File: config.mk
export PLATFORM = sky130hd
export DESIGN_NAME = vdr_div
export DESIGN_NICKNAME = d
export VERILOG_FILES = /design/src/hdl/vdr_pkg.sv /design/src/hdl/vdr_div.sv
export SDC_FILE = /design/constraint.sdc
export NUM_CORES = 1
export LEC_CHECK = 0
export BUFFER_PORTS_ARGS = -buffer_cell sky130_fd_sc_hd__buf_2
export CAP_MARGIN = 30
export CORE_AREA = 3 3 40 42
export CTS_CLUSTER_DIAMETER = 60
export DETAILED_ROUTE_END_ITERATION = 7
export DIE_AREA = 0 0 43 45
export GPL_TIMING_DRIVEN = 0
export MAX_ROUTING_LAYER = met4
export PLACE_DENSITY_LB_ADDON = 0.12
export SYNTH_ARGS = -nofsm -noshare
export SYNTH_HDL_FRONTEND = slang
export SYNTH_SLANG_ARGS = --single-unit
File: constraint.sdc
create_clock -name clk -period 0.9 [get_ports clk]
set_input_delay 0.045 -clock clk [delete_from_list [all_inputs] [get_ports clk]]
set_output_delay 0.045 -clock clk [all_outputs]
set_load 0.005 [all_outputs]
File: src/hdl/vdr_pkg.sv
// ----------------------------------------------------------------------------
// vdr_pkg: shared types and constants of the duty regulator
// Field widths, register indexes, reset values, zone codes and the
// sequencer state type.
// ----------------------------------------------------------------------------
package vdr_pkg;

    localparam int SAMPLE_W = 12;
    localparam int DUTY_W   = 16;
    localparam int CFG_W    = 16;
    localparam int CFG_IDX_W = 3;

    // register indexes
    localparam logic [CFG_IDX_W-1:0] REG_FULL_DUTY      = 3'd0;
    localparam logic [CFG_IDX_W-1:0] REG_HALF_DUTY      = 3'd1;
    localparam logic [CFG_IDX_W-1:0] REG_FLOOR_DUTY     = 3'd2;
    localparam logic [CFG_IDX_W-1:0] REG_HIGH_THRESHOLD = 3'd3;
    localparam logic [CFG_IDX_W-1:0] REG_MIDDLE_UPPER   = 3'd4;
    localparam logic [CFG_IDX_W-1:0] REG_LOW_THRESHOLD  = 3'd5;
    localparam logic [CFG_IDX_W-1:0] REG_RIPPLE_LIMIT   = 3'd6;

    // register reset values
    localparam logic [DUTY_W-1:0]   RST_FULL_DUTY      = 16'd6000;
    localparam logic [DUTY_W-1:0]   RST_HALF_DUTY      = 16'd3000;
    localparam logic [DUTY_W-1:0]   RST_FLOOR_DUTY     = 16'd1800;
    localparam logic [SAMPLE_W-1:0] RST_HIGH_THRESHOLD = 12'd1675;
    localparam logic [SAMPLE_W-1:0] RST_MIDDLE_UPPER   = 12'd1645;
    localparam logic [SAMPLE_W-1:0] RST_LOW_THRESHOLD  = 12'd1475;
    localparam logic [SAMPLE_W-1:0] RST_RIPPLE_LIMIT   = 12'd80;

    // zone codes
    localparam logic [1:0] ZONE_HIGH   = 2'd0;
    localparam logic [1:0] ZONE_MIDDLE = 2'd1;
    localparam logic [1:0] ZONE_LOW    = 2'd2;
    localparam logic [1:0] ZONE_NONE   = 2'd3;

    localparam logic [2:0] DERATE_MAX = 3'd4;

    typedef enum logic [2:0] {
        ST_IDLE,
        ST_SUM,
        ST_DIV,
        ST_SCAN,
        ST_DONE
    } vdr_state_t;

endpackage

File: src/hdl/vdr_div.sv
// ----------------------------------------------------------------------------
// vdr_div: divider by a fixed divisor
// Multiply by the rounded-up reciprocal and shift; the quotient is registered
// and done pulses in the cycle after start.
// ----------------------------------------------------------------------------
module vdr_div
    import vdr_pkg::*;
#(
    parameter int DIVISOR    = 32,
    parameter int DIVIDEND_W = 17
)
(
    input  logic                  clk,
    input  logic                  rst_n,
    input  logic                  start,
    input  logic [DIVIDEND_W-1:0] dividend,
    output logic                  done,
    output logic [SAMPLE_W-1:0]   quotient
);

    // floor(n * ceil(2^(N+l) / d) / 2^(N+l)) equals floor(n / d) for n < 2^N
    localparam int SHIFT = DIVIDEND_W + ((DIVISOR > 1) ? $clog2(DIVISOR) : 0);
    localparam int MUL_W = DIVIDEND_W + 1;
    localparam longint unsigned RECIP =
        ((64'd1 << SHIFT) + 64'(DIVISOR) - 64'd1) / 64'(DIVISOR);
    localparam logic [MUL_W-1:0] RECIP_C = MUL_W'(RECIP);

    logic [2*DIVIDEND_W:0] prod;
    logic [SAMPLE_W-1:0]   q_reg;
    logic                  done_reg;

    assign prod = {{(DIVIDEND_W+1){1'b0}}, dividend} * {{DIVIDEND_W{1'b0}}, RECIP_C};

    always_ff @(posedge clk or negedge rst_n)
    begin
        if (!rst_n)
        begin
            done_reg <= 1'b0;
        end
        else
        begin
            done_reg <= start;
        end
    end

    always_ff @(posedge clk)
    begin
        if (start)
        begin
            q_reg <= prod[SHIFT +: SAMPLE_W];
        end
    end

    assign done     = done_reg;
    assign quotient = q_reg;

endmodule
## After elaboration in Yosys (flattened, before gate mapping)

Cells that the tools add are included.

| storage, ports and cells | value |
|---|---|
| register bits after elaboration | 13 |
| ROM bits | 0 |
| latch bits | 0 |
| input port bits | 20 |
| RAM bits | 0 |
| word-level logic and storage cells | 2 |
| memories kept | 0 |

| operators by class | value |
|---|---|
| reductions and logical operators | 0 |
| $mul | 0 |
| equality and inequality tests | 0 |
| order comparisons | 0 |
| shift operators | 0 |
| muxes and demuxes | 0 |
| bitwise operators | 0 |
| $add $sub $neg | 0 |
| div/mod/pow operators | 0 |

## Longest topological paths before layout

| logic depth | value |
|---|---|
| depth in word-level cells | 0 |
| mapped depth | 0 |
| depth with buffers taken out | 0 |

## Least setup slack after synthesis

Ideal clock, no wire load.

| timing path | value |
|---|---|
| path type | reg-to-output |
| from | reg q_reg[0] (netlist: quotient[0]) |
| to | out quotient[0] |
| cell stages (with the launch flop) | 1 |
| path slack | 500 ps |
| data required time | 855 ps |
| arrival time | 355 ps |
| cells stage by stage | edfxtp_1 |

RTL lines:

| what | RTL line | text |
|---|---|---|
| start: declaration | vdr_div.sv:29 | `logic [SAMPLE_W-1:0] q_reg;` |
| start signal: assignment | vdr_div.sv:50 | `q_reg <= prod[SHIFT +: SAMPLE_W];` |
| end: declaration | vdr_div.sv:18 | `output logic [SAMPLE_W-1:0] quotient` |

No word-level cell between the ends.

## Worst setup path in the final report

| timing path | value |
|---|---|
| from | reg q_reg[0] (netlist: quotient[0]) |
| to | out quotient[0] |

No word-level cell between the ends.

==> metrics <==
Crit. End Element=primary output; Post-Synthesis Cell Area=385.4 um2; maximum vdd drop=between 800 and 900 uV; instance count of the mapped netlist=13; setup total negative slack=0 ns; Sw Ratio=between 10% and 20%; actual slew at the worst max-slew pin=around 0.27 ns; period utilization=about nine tenths; pin count of the biggest net entering global routing=14; Internal=around 0.00097 W; Comb pwr share=between 10 and 15%; Setup Buffers After CTS=0; vias in the first global route=between 200 and 300; CTS tree=built; first-pass GRT wire length=between 1 and 1.5 mm; worst slack, placed=about 0.26 ns; Synth Register Bits=13; register area share after synthesis=100.0%; Core ar.=1285 um2; die area=between 1500 and 2000 um2; H-tree depth=1; CP arrival=about 0.77 ns; worst-path fanout max=1; total iterations of the first detailed-routing run=2; relative slew slack=between 80% and 90%; die width=around 43 um; Multi-input gate area=0 um2; # placed instances=55; clock slew seen by the registers of the worst setup and hold paths=about 0.07 ns; # rows=13; Final ANT Viol Nets=0; critical path cell sequence=buf_2; hold slack=0.04973 ns; share of cells above drive strength 1=52.63%; crit start category=register; Post-Layout Cell Count=72; final core utilization=a little over half; number of max-cap violations=0; Vias/cell=3.819; GRT Resource Usage Total=between 8 and 9%; 1st-iter DRT viols=2; Routed WL per cell=between 9 and 10 um; Avg Inst Size Synth=a little under 30 um2; Port-buffer cells=27; Slowest Stage Delay on Critical Path=approximately 0.36 ns; Die H=between 40 and 50 um; sequential power share=60.6%; Final Max Tran Viols=0; final hold vios=0; GP Congestion=approximately 0.62; RSZ-0062 raised after global routing=no; Final Setup Violations=0; Pleak=~0.30 nW; Initial Util=~30%; total grt overflow=0; Hold WC Path Type=in -> reg; root buf cell=clkbuf_4; final worst setup slack=approximately 0.089 ns; initial antenna violation count=0; CP max stage cell=edfxtp_1; Distinct cells, synth=2; comb_multi_in=0; Largest register FFs=12; Area growth syn-to-layout=80.52%; number of nets in the layout=slightly below 80; crit path kind=reg -> out; Final min period=0.8107 ns; Synth Net Count=33; fmax=around 1200 MHz; Net Sw Power=~0.00022 W; clock power share=28.3%; status=completed; clk buf depth=2; kind of cell adding the most delay to the critical path=flip-flops; IO Count=33; via count=about 280; final WL=approximately 700 um; CTS buffer count=3; WP data required=roughly 0.85 ns; Worst Path Buf+Inv=1; Power Density=1703 nW/um2; # clock sinks=13; antenna cells=0; Yosys warnings=0; DR DRC count=0
[cell families (layout without fill, tap and decap cells)]
family | count (synthesis) | count (layout) | synth area share (%)
buffers and inverters | 0 | 44 | 0
DFF | 13 | 13 | 100.0
[through the flow]
stage	total power (W)	instance area (um2)
after detailed placement	0.0008236	539.3
after floorplan	0.0007429	385.4
after global routing	0.001247	695.7
after global placement	0.0008206	539.3
final	0.001185	695.7
after CTS	0.001217	695.7
[power by group through the flow]
stage / logic (W) / clock network [W] / registers [W]
after floorplan: 0 / 0 / 0.000743
after global placement: 0.0000887 / 0 / 0.000732
after detailed placement: 0.0000916 / 0 / 0.000732
after CTS: 0.000134 / 0.000364 / 0.000718
after global routing: 0.000144 / 0.000381 / 0.000722
final: 0.000131 / 0.000336 / 0.000718
[cells in the final DEF, fill, tap and decap left out]
cell and instances:
buf_2 27, dlygate4sd3_1 13, edfxtp_1 12, clkbuf_4 3, clkbuf_1 1, dfrtp_1 1
[cell usage after synthesis]
cell      instances  share of area [%]
edfxtp_1         12                 94
dfrtp_1           1                6.5
[worst paths after layout]
kind,from,end,slack [ns],depth (start not counted)
max,quotient[0],quotient[0],0.09,1
min,start,done,0.05,1
max in group asynchronous,rst_n,done,0.73,2
min in group asynchronous,rst_n,done,0.09,2
[layer usage]
metal	routed length [um]	GRT usage (%)	vias to the layer above
met5	0	-	-
li1	-	-	139
met2	360	12.57	17
met1	254	7.494	117
met4	5	9.036	0
met3	90	4.781	2
[what timing repair did]
item | CTS | global route
hold buffers | 13 | 0
hold endpoints to repair | 13 | 0
resized for setup | 0 | 0
[area by class of cell]
type | instances | area [um2]
Fill cell | 119 | 589.3
Sequential cell | 13 | 385.4
Timing Repair Buffer | 40 | 265.3
Clock buffer | 4 | 26.28
Tap cell | 15 | 18.77
No activity file was read; power rests on OpenSTA's default activity.
