<file path="src/hdl/vdr_pkg.sv">
// ----------------------------------------------------------------------------
// vdr_pkg: shared types and constants of the duty regulator
// Field widths, register indexes, reset values, zone codes and the
// sequencer state type.
// ----------------------------------------------------------------------------
package vdr_pkg;

    localparam int SAMPLE_W = 12;
    localparam int DUTY_W   = 16;
    localparam int CFG_W    = 16;
    localparam int CFG_IDX_W = 3;

    // register indexes
    localparam logic [CFG_IDX_W-1:0] REG_FULL_DUTY      = 3'd0;
    localparam logic [CFG_IDX_W-1:0] REG_HALF_DUTY      = 3'd1;
    localparam logic [CFG_IDX_W-1:0] REG_FLOOR_DUTY     = 3'd2;
    localparam logic [CFG_IDX_W-1:0] REG_HIGH_THRESHOLD = 3'd3;
    localparam logic [CFG_IDX_W-1:0] REG_MIDDLE_UPPER   = 3'd4;
    localparam logic [CFG_IDX_W-1:0] REG_LOW_THRESHOLD  = 3'd5;
    localparam logic [CFG_IDX_W-1:0] REG_RIPPLE_LIMIT   = 3'd6;

    // register reset values
    localparam logic [DUTY_W-1:0]   RST_FULL_DUTY      = 16'd6000;
    localparam logic [DUTY_W-1:0]   RST_HALF_DUTY      = 16'd3000;
    localparam logic [DUTY_W-1:0]   RST_FLOOR_DUTY     = 16'd1800;
    localparam logic [SAMPLE_W-1:0] RST_HIGH_THRESHOLD = 12'd1675;
    localparam logic [SAMPLE_W-1:0] RST_MIDDLE_UPPER   = 12'd1645;
    localparam logic [SAMPLE_W-1:0] RST_LOW_THRESHOLD  = 12'd1475;
    localparam logic [SAMPLE_W-1:0] RST_RIPPLE_LIMIT   = 12'd80;

    // zone codes
    localparam logic [1:0] ZONE_HIGH   = 2'd0;
    localparam logic [1:0] ZONE_MIDDLE = 2'd1;
    localparam logic [1:0] ZONE_LOW    = 2'd2;
    localparam logic [1:0] ZONE_NONE   = 2'd3;

    localparam logic [2:0] DERATE_MAX = 3'd4;

    typedef enum logic [2:0] {
        ST_IDLE,
        ST_SUM,
        ST_DIV,
        ST_SCAN,
        ST_DONE
    } vdr_state_t;

endpackage

</file>
<file path="src/hdl/vdr_cell.sv">
// ----------------------------------------------------------------------------
// vdr_cell: one storage cell of a rotating ring
// Load the fill value in parallel, or take the neighbor's value on shift.
// ----------------------------------------------------------------------------
module vdr_cell
    import vdr_pkg::*;
#(
    parameter int WIDTH = 12
)
(
    input  logic             clk,
    input  logic             fill,
    input  logic [WIDTH-1:0] fill_value,
    input  logic             shift,
    input  logic [WIDTH-1:0] shift_in,
    output logic [WIDTH-1:0] value
);

    logic [WIDTH-1:0] value_reg;

    always_ff @(posedge clk)
    begin
        if (fill)
        begin
            value_reg <= fill_value;
        end
        else if (shift)
        begin
            value_reg <= shift_in;
        end
    end

    assign value = value_reg;

endmodule

</file>
<file path="config.mk">
export PLATFORM = sky130hd
export DESIGN_NAME = vdr_cell
export DESIGN_NICKNAME = d
export VERILOG_FILES = /design/src/hdl/vdr_pkg.sv /design/src/hdl/vdr_cell.sv
export SDC_FILE = /design/constraint.sdc
export NUM_CORES = 1
export LEC_CHECK = 0
export BUFFER_PORTS_ARGS = -buffer_cell sky130_fd_sc_hd__buf_2
export CAP_MARGIN = 20
export CORE_UTILIZATION = 41
export DETAILED_ROUTE_END_ITERATION = 16
export HOLD_SLACK_MARGIN = 0.03
export PLACE_DENSITY = 0.8
export SYNTH_ARGS = -nofsm -noshare
export SYNTH_HDL_FRONTEND = slang
export SYNTH_SLANG_ARGS = --single-unit
</file>
<file path="constraint.sdc">
create_clock -name clk -period 2 [get_ports clk]
set_input_delay 0.3 -clock clk [delete_from_list [all_inputs] [get_ports clk]]
set_output_delay 0.3 -clock clk [all_outputs]
set_load 0.02 [all_outputs]
</file>
Word level (Yosys, flattened, before mapping). Index checks and enable logic that the tools add are counted.

Output and inout bits: 12. Register bits: 12.

Multiplexer cells: 2. Reduce and logical (&&, ||, !) cells: 1.

Operator list (number): 2-to-1 mux 12 bit (2); nonzero test 2 bit (1).

Longest topological paths before layout. Gate-level depths: netlist of run 1.

Word-level depth: 2. Depth in mapped cells: 2. Mapped depth without buffers: 1.

Worst setup path after synthesis of run 1. Ideal clock, no wire load.

Path kind: input-to-reg. Start point: input port fill. End point: register value_reg[0] (netlist: value[0]), enable pin. Data required time: 1719 ps. Path slack: 889 ps. Buffers on the path: 1. Cell stages on the path: 2. Arrival time: 830 ps. Path through: buf_6 -> or2_2.

Longest elaborated chain between the ends: 1.

RTL lines: start: declaration (line vdr_cell.sv:12) `input logic fill,`; nonzero test 2 bit (no line); end signal: assignment (line vdr_cell.sv:25) `value_reg <= fill_value;`; end signal: assignment (line vdr_cell.sv:29) `value_reg <= shift_in;`; end: declaration (line vdr_cell.sv:19) `logic [WIDTH-1:0] value_reg;`.

Every way passes these cells. A chain may end at the register's enable or synchronous reset.

Worst setup path after layout of run 1.
Start point: register value_reg[2] (netlist: value[2]). End point: output port value[2].

RTL lines: end: declaration (line vdr_cell.sv:16) `output logic [WIDTH-1:0] value`.

No word-level cell between the ends.

==> flow_summary.toml, run 1 <==
[outcome]
status = "completed"

[floorplan]
coreArea_um2 = 1171
die_h_um = 38.52
rows = 12
dieArea_um2 = 1484
start_util_pct = 46.69
die_x_um = 38.52
io_pins = 39

[critical_path]
crit_path_top_delay_cell = "edfxtp_1"
endpoint_kind = "output port"
path_delay_family = "flip-flops"
cp_max_fo = 1
path_buf_inv = 1
critPathKind = "register to output port"
path_cells = "buf_2"
arrival_ns = 0.81
critPathLaunchType = "register"
cp.required_ns = 1.70
slowest_delay_ns = 0.38

[yosys]
seq_area_frac_synth_pct = 65.90
synth_warnings = 0
syn_area_per_cell_um2 = 21.03
yosysUniqueCellTypes = 5
ys_seq_elements = 12
synthesis.nets = 53
synth_cells = 26
synth_area_um2 = 546.8

[pwr]
swShare_pct = 23.90
seq_power_share_pct = 54.5
internal-power_uw = 439.2
vdd_ir_drop_max_mv = 0.4125
leakagePower_uw = 0.0003736
cellPowerDensity_nw_per_um2 = 753.7
switchingPower_uw = 137.9
finalPower_uw = 577.2
comb_power_share_pct = 21.8
power_frac_clock_pct = 23.7

[cts]
path_clk_slew_ns = 0.07
cts_root_buf = "clkbuf_4"
cts_setup_buffers = 0
cts_hold_buf = 0
htree_levels = 1
cts_buffers = 3
cts_tree = "yes"
cts_resized = 0
cts_num_sinks = 12
clockBufferDepth = 2

[sta]
max_freq_ghz = 0.8971
final.period_utilization_pct = 55.74
worst_slew_pin_slew_ns = 0.3589
setup_viol = 0
min_period_ns = 1.115
relSlewSlack_pct = 76.07
tns_ns = 0
hold_viol_final = 0
drv_slew = 0
rsz0062_at_grt = "no"

[routing]
drt_wl_total_um = 942
ant_nets = 0
drtIter0Drc = 4
dr.pass1.iters = 2
drc_errors = 0
num_vias = 369
wl_per_cell_um = 11.78
routed_via_density = 4.613

[grt]
antenna_found_initial = 0
grt_pass1_vias = 352
grt_max_degree = 14
overflow = 0
grt_pass1_wl_um = 1400
use_met2_pct = 29.17
grtUsageMet1_pct = 12.45
top_usage_layer = "met2"
grtUsageTotal_pct = 14.64
met3_usage_pct = 5.814

[placed_design]
gp_congestion = 0.6608
place_area_um2 = 743.2
portBuffers = 38
dp.cells = 77

[cells_and_area]
drive_gt1_share_pct = 81.82
largest_reg_flops = 12
fin_cells = 80
antenna_cells = 0
fin_util_pct = 65.38
nets = 95
syn2layout_area_growth_pct = 40.05
stdcell_area_um2 = 765.7

[job]
cap_violations = 0

[min_path]
min_path_type = "primary input to register"
## layout by cell type (no fill, tap or decap), drive strengths merged
master	count
clkbuf	3
or2	1
buf	38
edfxtp	12
mux2	12
## layout make-up
class / instances / area, um2
tap: 14 / 17.52
timing repair buffer: 38 / 190.2
sequential: 12 / 360.3
clock buffer: 3 / 22.52
multi-input combinational: 13 / 175.2
fill: 92 / 405.4
## power by group through the flow
stage	clock, uW	sequential, uW	combinational [uW]
finish	137	314	126
global route	155	316	134
CTS	143	315	127
detailed placement	0	320	127
global placement	0	320	125
floorplan	0	358	38.3
## cell usage after synthesis
cell type / number / share of area (%)
or2_2: 1 / 1.1
edfxtp_1: 12 / 66
buf_6: 1 / 2.1
mux2_4: 9 / 25
mux2_2: 3 / 6.2
## through the flow
| step | hold slack [ns] | setup WS, ns |
|---|---|---|
| 6_report | 0.3386 | 0.8853 |
| 5_1_grt | 0.3246 | 0.8551 |
| 4_1_cts | 0.3321 | 0.8708 |
| 3_5_place_dp | 0.6043 | 0.6695 |
| 3_3_place_gp | 0.6011 | 0.7156 |
| 2_1_floorplan | 0.5175 | 0.8889 |
## metal layers
layer  vias up  part of all wire, %
met2        19                   58
met1       169                   33
met4         0                    0
li1        181                    -
met5         -                    0
met3         0                  8.6
## cell families (layout without fill, tap and decap cells)
kind of cell  after synthesis  after routing  synth area share, %
flops                      12             12                65.90
buf+inv                     1             41                2.059
simple gates                1              1                1.145
mux                        12             12                30.89
## worst paths after layout
path / from / endpoint / slack, ns / cells past startpoint
setup / recovery: value[2]$_DFFE_PP_ / value[2] / 0.89 / 1
hold / removal: shift_in[8] / value[8]$_DFFE_PP_ / 0.34 / 2
(Power assumes the default switching activity.)
==> run 2: changes to the inputs <==
- ABC_AREA: unset -> 1
- CORE_UTILIZATION: 41 -> 34
- PLACE_DENSITY: 0.8 -> 0.72
- clock period: 2 -> 1 ns (I/O delays scaled with it)
==> run 2 against run 1 <==
  * Global-route usage shrank 0.12 points
  * Largest power group unchanged
  * Count of clock-buffer cells in the layout is the same
  * Core utilization shrank 9.7 points
  * Critical path type unchanged
==> flow_summary.toml, run 2 <==
[outcome]
status = "completed"

[sta]
relSlewSlack_pct = 81.48
hold_ws_ns = 0.1413
rsz0062_at_grt = "yes"
worst_slew_pin_slew_ns = 0.2777
tns_ns = 0
final.period_utilization_pct = 96.25
setup_ws_ns = 0.03750
max_freq_ghz = 1.039
min_period_ns = 0.9625
drv_slew = 0
setup_viol = 0
hold_viol_final = 0

[cts]
cts_num_sinks = 12
clockBufferDepth = 2
cts_setup_buffers = 0
cts_root_buf = "clkbuf_4"
cts_buffers = 3
htree_levels = 1
path_clk_slew_ns = 0.08
cts_tree = "yes"

[pwr]
vdd_ir_drop_max_mv = 0.6317
switchingPower_uw = 315.0
power_frac_clock_pct = 25.3
finalPower_uw = 1178
leakagePower_uw = 0.0004108
comb_power_share_pct = 21.0
seq_power_share_pct = 53.8
internal-power_uw = 863.5
swShare_pct = 26.73
cellPowerDensity_nw_per_um2 = 1549

[min_path]
min_path_type = "primary input to register"

[routing]
wl_per_cell_um = 11.07
drt_wl_total_um = 1196
drtIter0Drc = 5
drc_errors = 0
routed_via_density = 4.315
ant_nets = 0
num_vias = 466
dr.pass1.iters = 4

[cells_and_area]
antenna_cells = 0
nFillCells = 147
largest_reg_flops = 12
syn2layout_area_growth_pct = 45.11
nets = 121
fin_util_pct = 55.68
final_cell_mix = "nand2_1 (36), buf_2 (36), edfxtp_1 (12), clkbuf_4 (3), buf_6 (2)"
drive_gt1_share_pct = 47.31
multi_input_area_um2 = 141.4
layout.area.seq_um2 = 360.3

[floorplan]
rows = 13
die_x_um = 41.27
start_util_pct = 38.37
die_h_um = 41.27
io_pins = 39
coreArea_um2 = 1366
dieArea_um2 = 1703

[yosys]
ys_seq_elements = 12
synth_area_um2 = 524.3
seq_area_frac_synth_pct = 68.74
yosys.area.top_type = "edfxtp_1"
synth_warnings = 0
synth_ff_type = "edfxtp_1"
syn_area_per_cell_um2 = 10.08
yosysUniqueCellTypes = 6
synthArstFlopShare_pct = 0
synthesis.nets = 79
synth_top_area_share_pct = 68.74
synth_cells = 52
synthTopCellsByArea = "edfxtp_1 (69%), nand2_1 (26%), buf_6 (2.1%)"
synth_most_common_cell = "nand2_1"
synth_common_cells = "nand2_1 (36), edfxtp_1 (12)"
synth_edf_count = 12

[placed_design]
gp_congestion = 0.5890
dp_hpwl_um = 913.8
portBuffers = 38
dp_slack_ns = 0.02359

[critical_path]
path_delay_family = "flip-flops"
path_cells = "buf_6"
cp_max_fo = 1
crit_path_top_delay_cell = "edfxtp_1"
endpoint_kind = "output port"
critPathLaunchType = "register"
cp.required_ns = 0.85
critPathKind = "register to output port"
arrival_ns = 0.81
path_buf_inv = 1
slowest_delay_ns = 0.40

[grt]
grtUsageTotal_pct = 14.51
grt_pass1_wl_um = 1518
overflow = 0
grt_pass1_vias = 377
grt_max_degree = 14
antenna_found_initial = 0

[job]
cap_violations = 0
[run 2: changes by cell type in the layout (fill, tap and decap cells not counted), sizes merged]
| cell | previous run | this run |
|---|---|---|
| buf | 38 | 39 |
| inv | 0 | 1 |
| mux2 | 12 | 0 |
| nand2 | 0 | 36 |
| clkinv | 0 | 1 |
[run 2: layout make-up]
cell class | count | area share (%)
Timing Repair Buffer | 39 | 27.63
Tap cell | 15 | 2.467
Sequential cell | 12 | 47.37
Multi-Input combinational cell | 37 | 18.59
Clock buffer | 3 | 2.961
Clock inverter | 1 | 0.4934
Inverter | 1 | 0.4934
[run 2: final timing paths]
kind                  slack, ns            endpoint  cells after the start                from
worst max-delay path       0.04            value[3]                      1  value[3]$_DFFE_PP_
worst min-delay path       0.14  value[5]$_DFFE_PP_                      3         shift_in[5]
[run 2: metal layers]
layer / up-vias / wire length [um] / GRT usage [%]
met1: 194 / 502 / 16.33
met2: 24 / 603 / 24.22
met3: 2 / 74 / 3.261
li1: 246 / - / -
met5: - / 0 / 0
met4: 0 / 14 / 9.677
[run 2: power groups by stage]
stage          logic, uW  registers (uW)  clock network, uW
6_report             247             633                298
2_1_floorplan       56.8             717                  0
5_1_grt              273             638                337
3_5_place_dp         241             644                  0
4_1_cts              241             632                314
3_3_place_gp         234             641                  0
[run 2: logic make-up after synthesis]
family,after synthesis,share of synthesized area [%]
buffers and inverters,3,4.296
flip-flops,12,68.74
AND/OR/NAND/NOR,37,26.97
[run 2: what timing repair did]
action,in CTS,in global routing
endpoints found under the setup margin,0,2
hold buffers,0,0
hold endpoints to repair,0,0
resized for setup,0,4
[run 2: through the flow]
step / cell area, um2 / instances
6_report: 760.7 / 108
5_1_grt: 760.7 / 108
4_1_cts: 748.2 / 108
3_5_place_dp: 721.9 / 104
3_3_place_gp: 721.9 / 104
2_1_floorplan: 524.3 / 52
[run 2: worst min-delay path, cell delays in order]
cell     delay, ns
buf_2         0.07
nand2_1       0.04
nand2_1       0.04
==> run 3: changes to the inputs <==
- BUFFER_PORTS_ARGS: -buffer_cell sky130_fd_sc_hd__buf_2 -> -buffer_cell sky130_fd_sc_hd__buf_4
==> run 3 against run 2 <==
  * Core utilization increased by 7.1 points
  * Sequential share of layout area is 5.4 points lower
  * Non-clock buffer count is the same
  * Setup slack worse by 0.012 ns
  * First-iteration DRC count rose by 80%
  * Cell area up 13%
  * Cell count did not move
  * Die area stayed put
  * Combinational power increased by 24%
  * Sequential power up 0.6%
==> flow_summary.toml, run 3 (same netlist as run 2, synthesis figures left out) <==
[sta]
min_period_ns = 0.9749
relSlewSlack_pct = 81.68
setup_viol = 0
hold_viol_final = 0
worst_slew_pin_slew_ns = 0.2748
hold_ws_ns = 0.1359
max_freq_ghz = 1.026
drv_slew = 0
final.period_utilization_pct = 97.49
tns_ns = 0
rsz0062_at_grt = "yes"

[grt]
grtUsageTotal_pct = 16.67
grt_max_degree = 14
overflow = 0
antenna_found_initial = 0
grt_pass1_vias = 375
grt_pass1_wl_um = 1607

[cts]
cts_num_sinks = 12
cts_hold_buf = 0
clockBufferDepth = 2
htree_levels = 1
path_clk_slew_ns = 0.08
cts_buffers = 3
cts_setup_buffers = 0
cts_root_buf = "clkbuf_4"
cts_resized = 0
cts_tree = "yes"

[critical_path]
crit_path_top_delay_cell = "edfxtp_1"
path_delay_family = "flip-flops"
critPathLaunchType = "register"
slowest_delay_ns = 0.40
arrival_ns = 0.82
cp_max_fo = 1
critPathKind = "register to output port"
path_cells = "buf_6"
path_buf_inv = 1
cp.required_ns = 0.85
endpoint_kind = "output port"

[floorplan]
start_util_pct = 38.37
die_x_um = 41.27
coreArea_um2 = 1366
die_h_um = 41.27
dieArea_um2 = 1703
rows = 13
io_pins = 39

[placed_design]
dp.cells = 104
portBuffers = 38
dp_hpwl_um = 952.4
place_area_um2 = 817.0
gp_congestion = 0.5687

[cells_and_area]
final_common_cell = "nand2_1"
syn2layout_area_growth_pct = 63.72
nets = 121
fin_cells = 108
largest_reg_flops = 12
antenna_cells = 0
drive_gt1_share_pct = 47.31
stdcell_area_um2 = 858.3
final_cell_mix = "nand2_1 (36), buf_4 (35), edfxtp_1 (12), buf_6 (4), clkbuf_4 (3)"

[routing]
routed.top_layer = "met4"
drc_errors = 0
met1_length_um = 491
dr_wl_met3_um = 115
drt_wl_total_um = 1269
wl_per_cell_um = 11.75
num_vias = 490
ant_nets = 0
routed_via_density = 4.537
dr_wl_met2_um = 628
dr.pass1.iters = 3
drtIter0Drc = 9

[pwr]
vdd_ir_drop_max_mv = 0.8714
leakagePower_uw = 0.0004439
finalPower_uw = 1253
cellPowerDensity_nw_per_um2 = 1459

[outcome]
status = "completed"

[min_path]
min_path_type = "primary input to register"

[job]
cap_violations = 0
## run 3: cell count changes in the layout (fill, tap and decap cells not counted)
cell and delta:
buf_6 +2, buf_4 +34, buf_2 -36
## run 3: final cells by class
| type | count | area [um2] |
|---|---|---|
| Tap cell | 15 | 18.77 |
| Multi-Input combinational cell | 37 | 141.4 |
| Inverter | 1 | 3.754 |
| Sequential cell | 12 | 360.3 |
| Clock inverter | 1 | 3.754 |
| Timing Repair Buffer | 39 | 307.8 |
| Clock buffer | 3 | 22.52 |
| Fill cell | 127 | 508.0 |
## run 3: worst min-delay path, cell delays in order
cell and delay (ns):
buf_4 0.08, nand2_1 0.04, nand2_1 0.04
## run 3: report_power, final
group / switching [uW] / internal (uW)
clock: 165 / 145
combinational: 147 / 160
sequential: 19.4 / 618
total: 331 / 922
## run 3: path summary, 6_finish.rpt
check / startpoint / endpoint / slack (ns) / cells past startpoint
worst min-delay path: shift_in[5] / value[5]$_DFFE_PP_ / 0.14 / 3
worst max-delay path: value[10]$_DFFE_PP_ / value[10] / 0.03 / 1
## run 3: per-stage QoR
stage / setup slack (ns) / utilization [%]
floorplan: 0.1822 / -
CTS: 0.001067 / 61.72
global route: -0.01516 / 62.82
global placement: 0.04063 / 59.80
detailed placement: 0.02668 / 59.80
finish: 0.02515 / 62.82
## run 3: per-layer routing
metal | track usage [%] | up-vias
met4 | 14.52 | 0
met3 | 7.609 | 4
met2 | 24.61 | 26
met1 | 17.71 | 212
li1 | - | 248
met5 | 0 | -
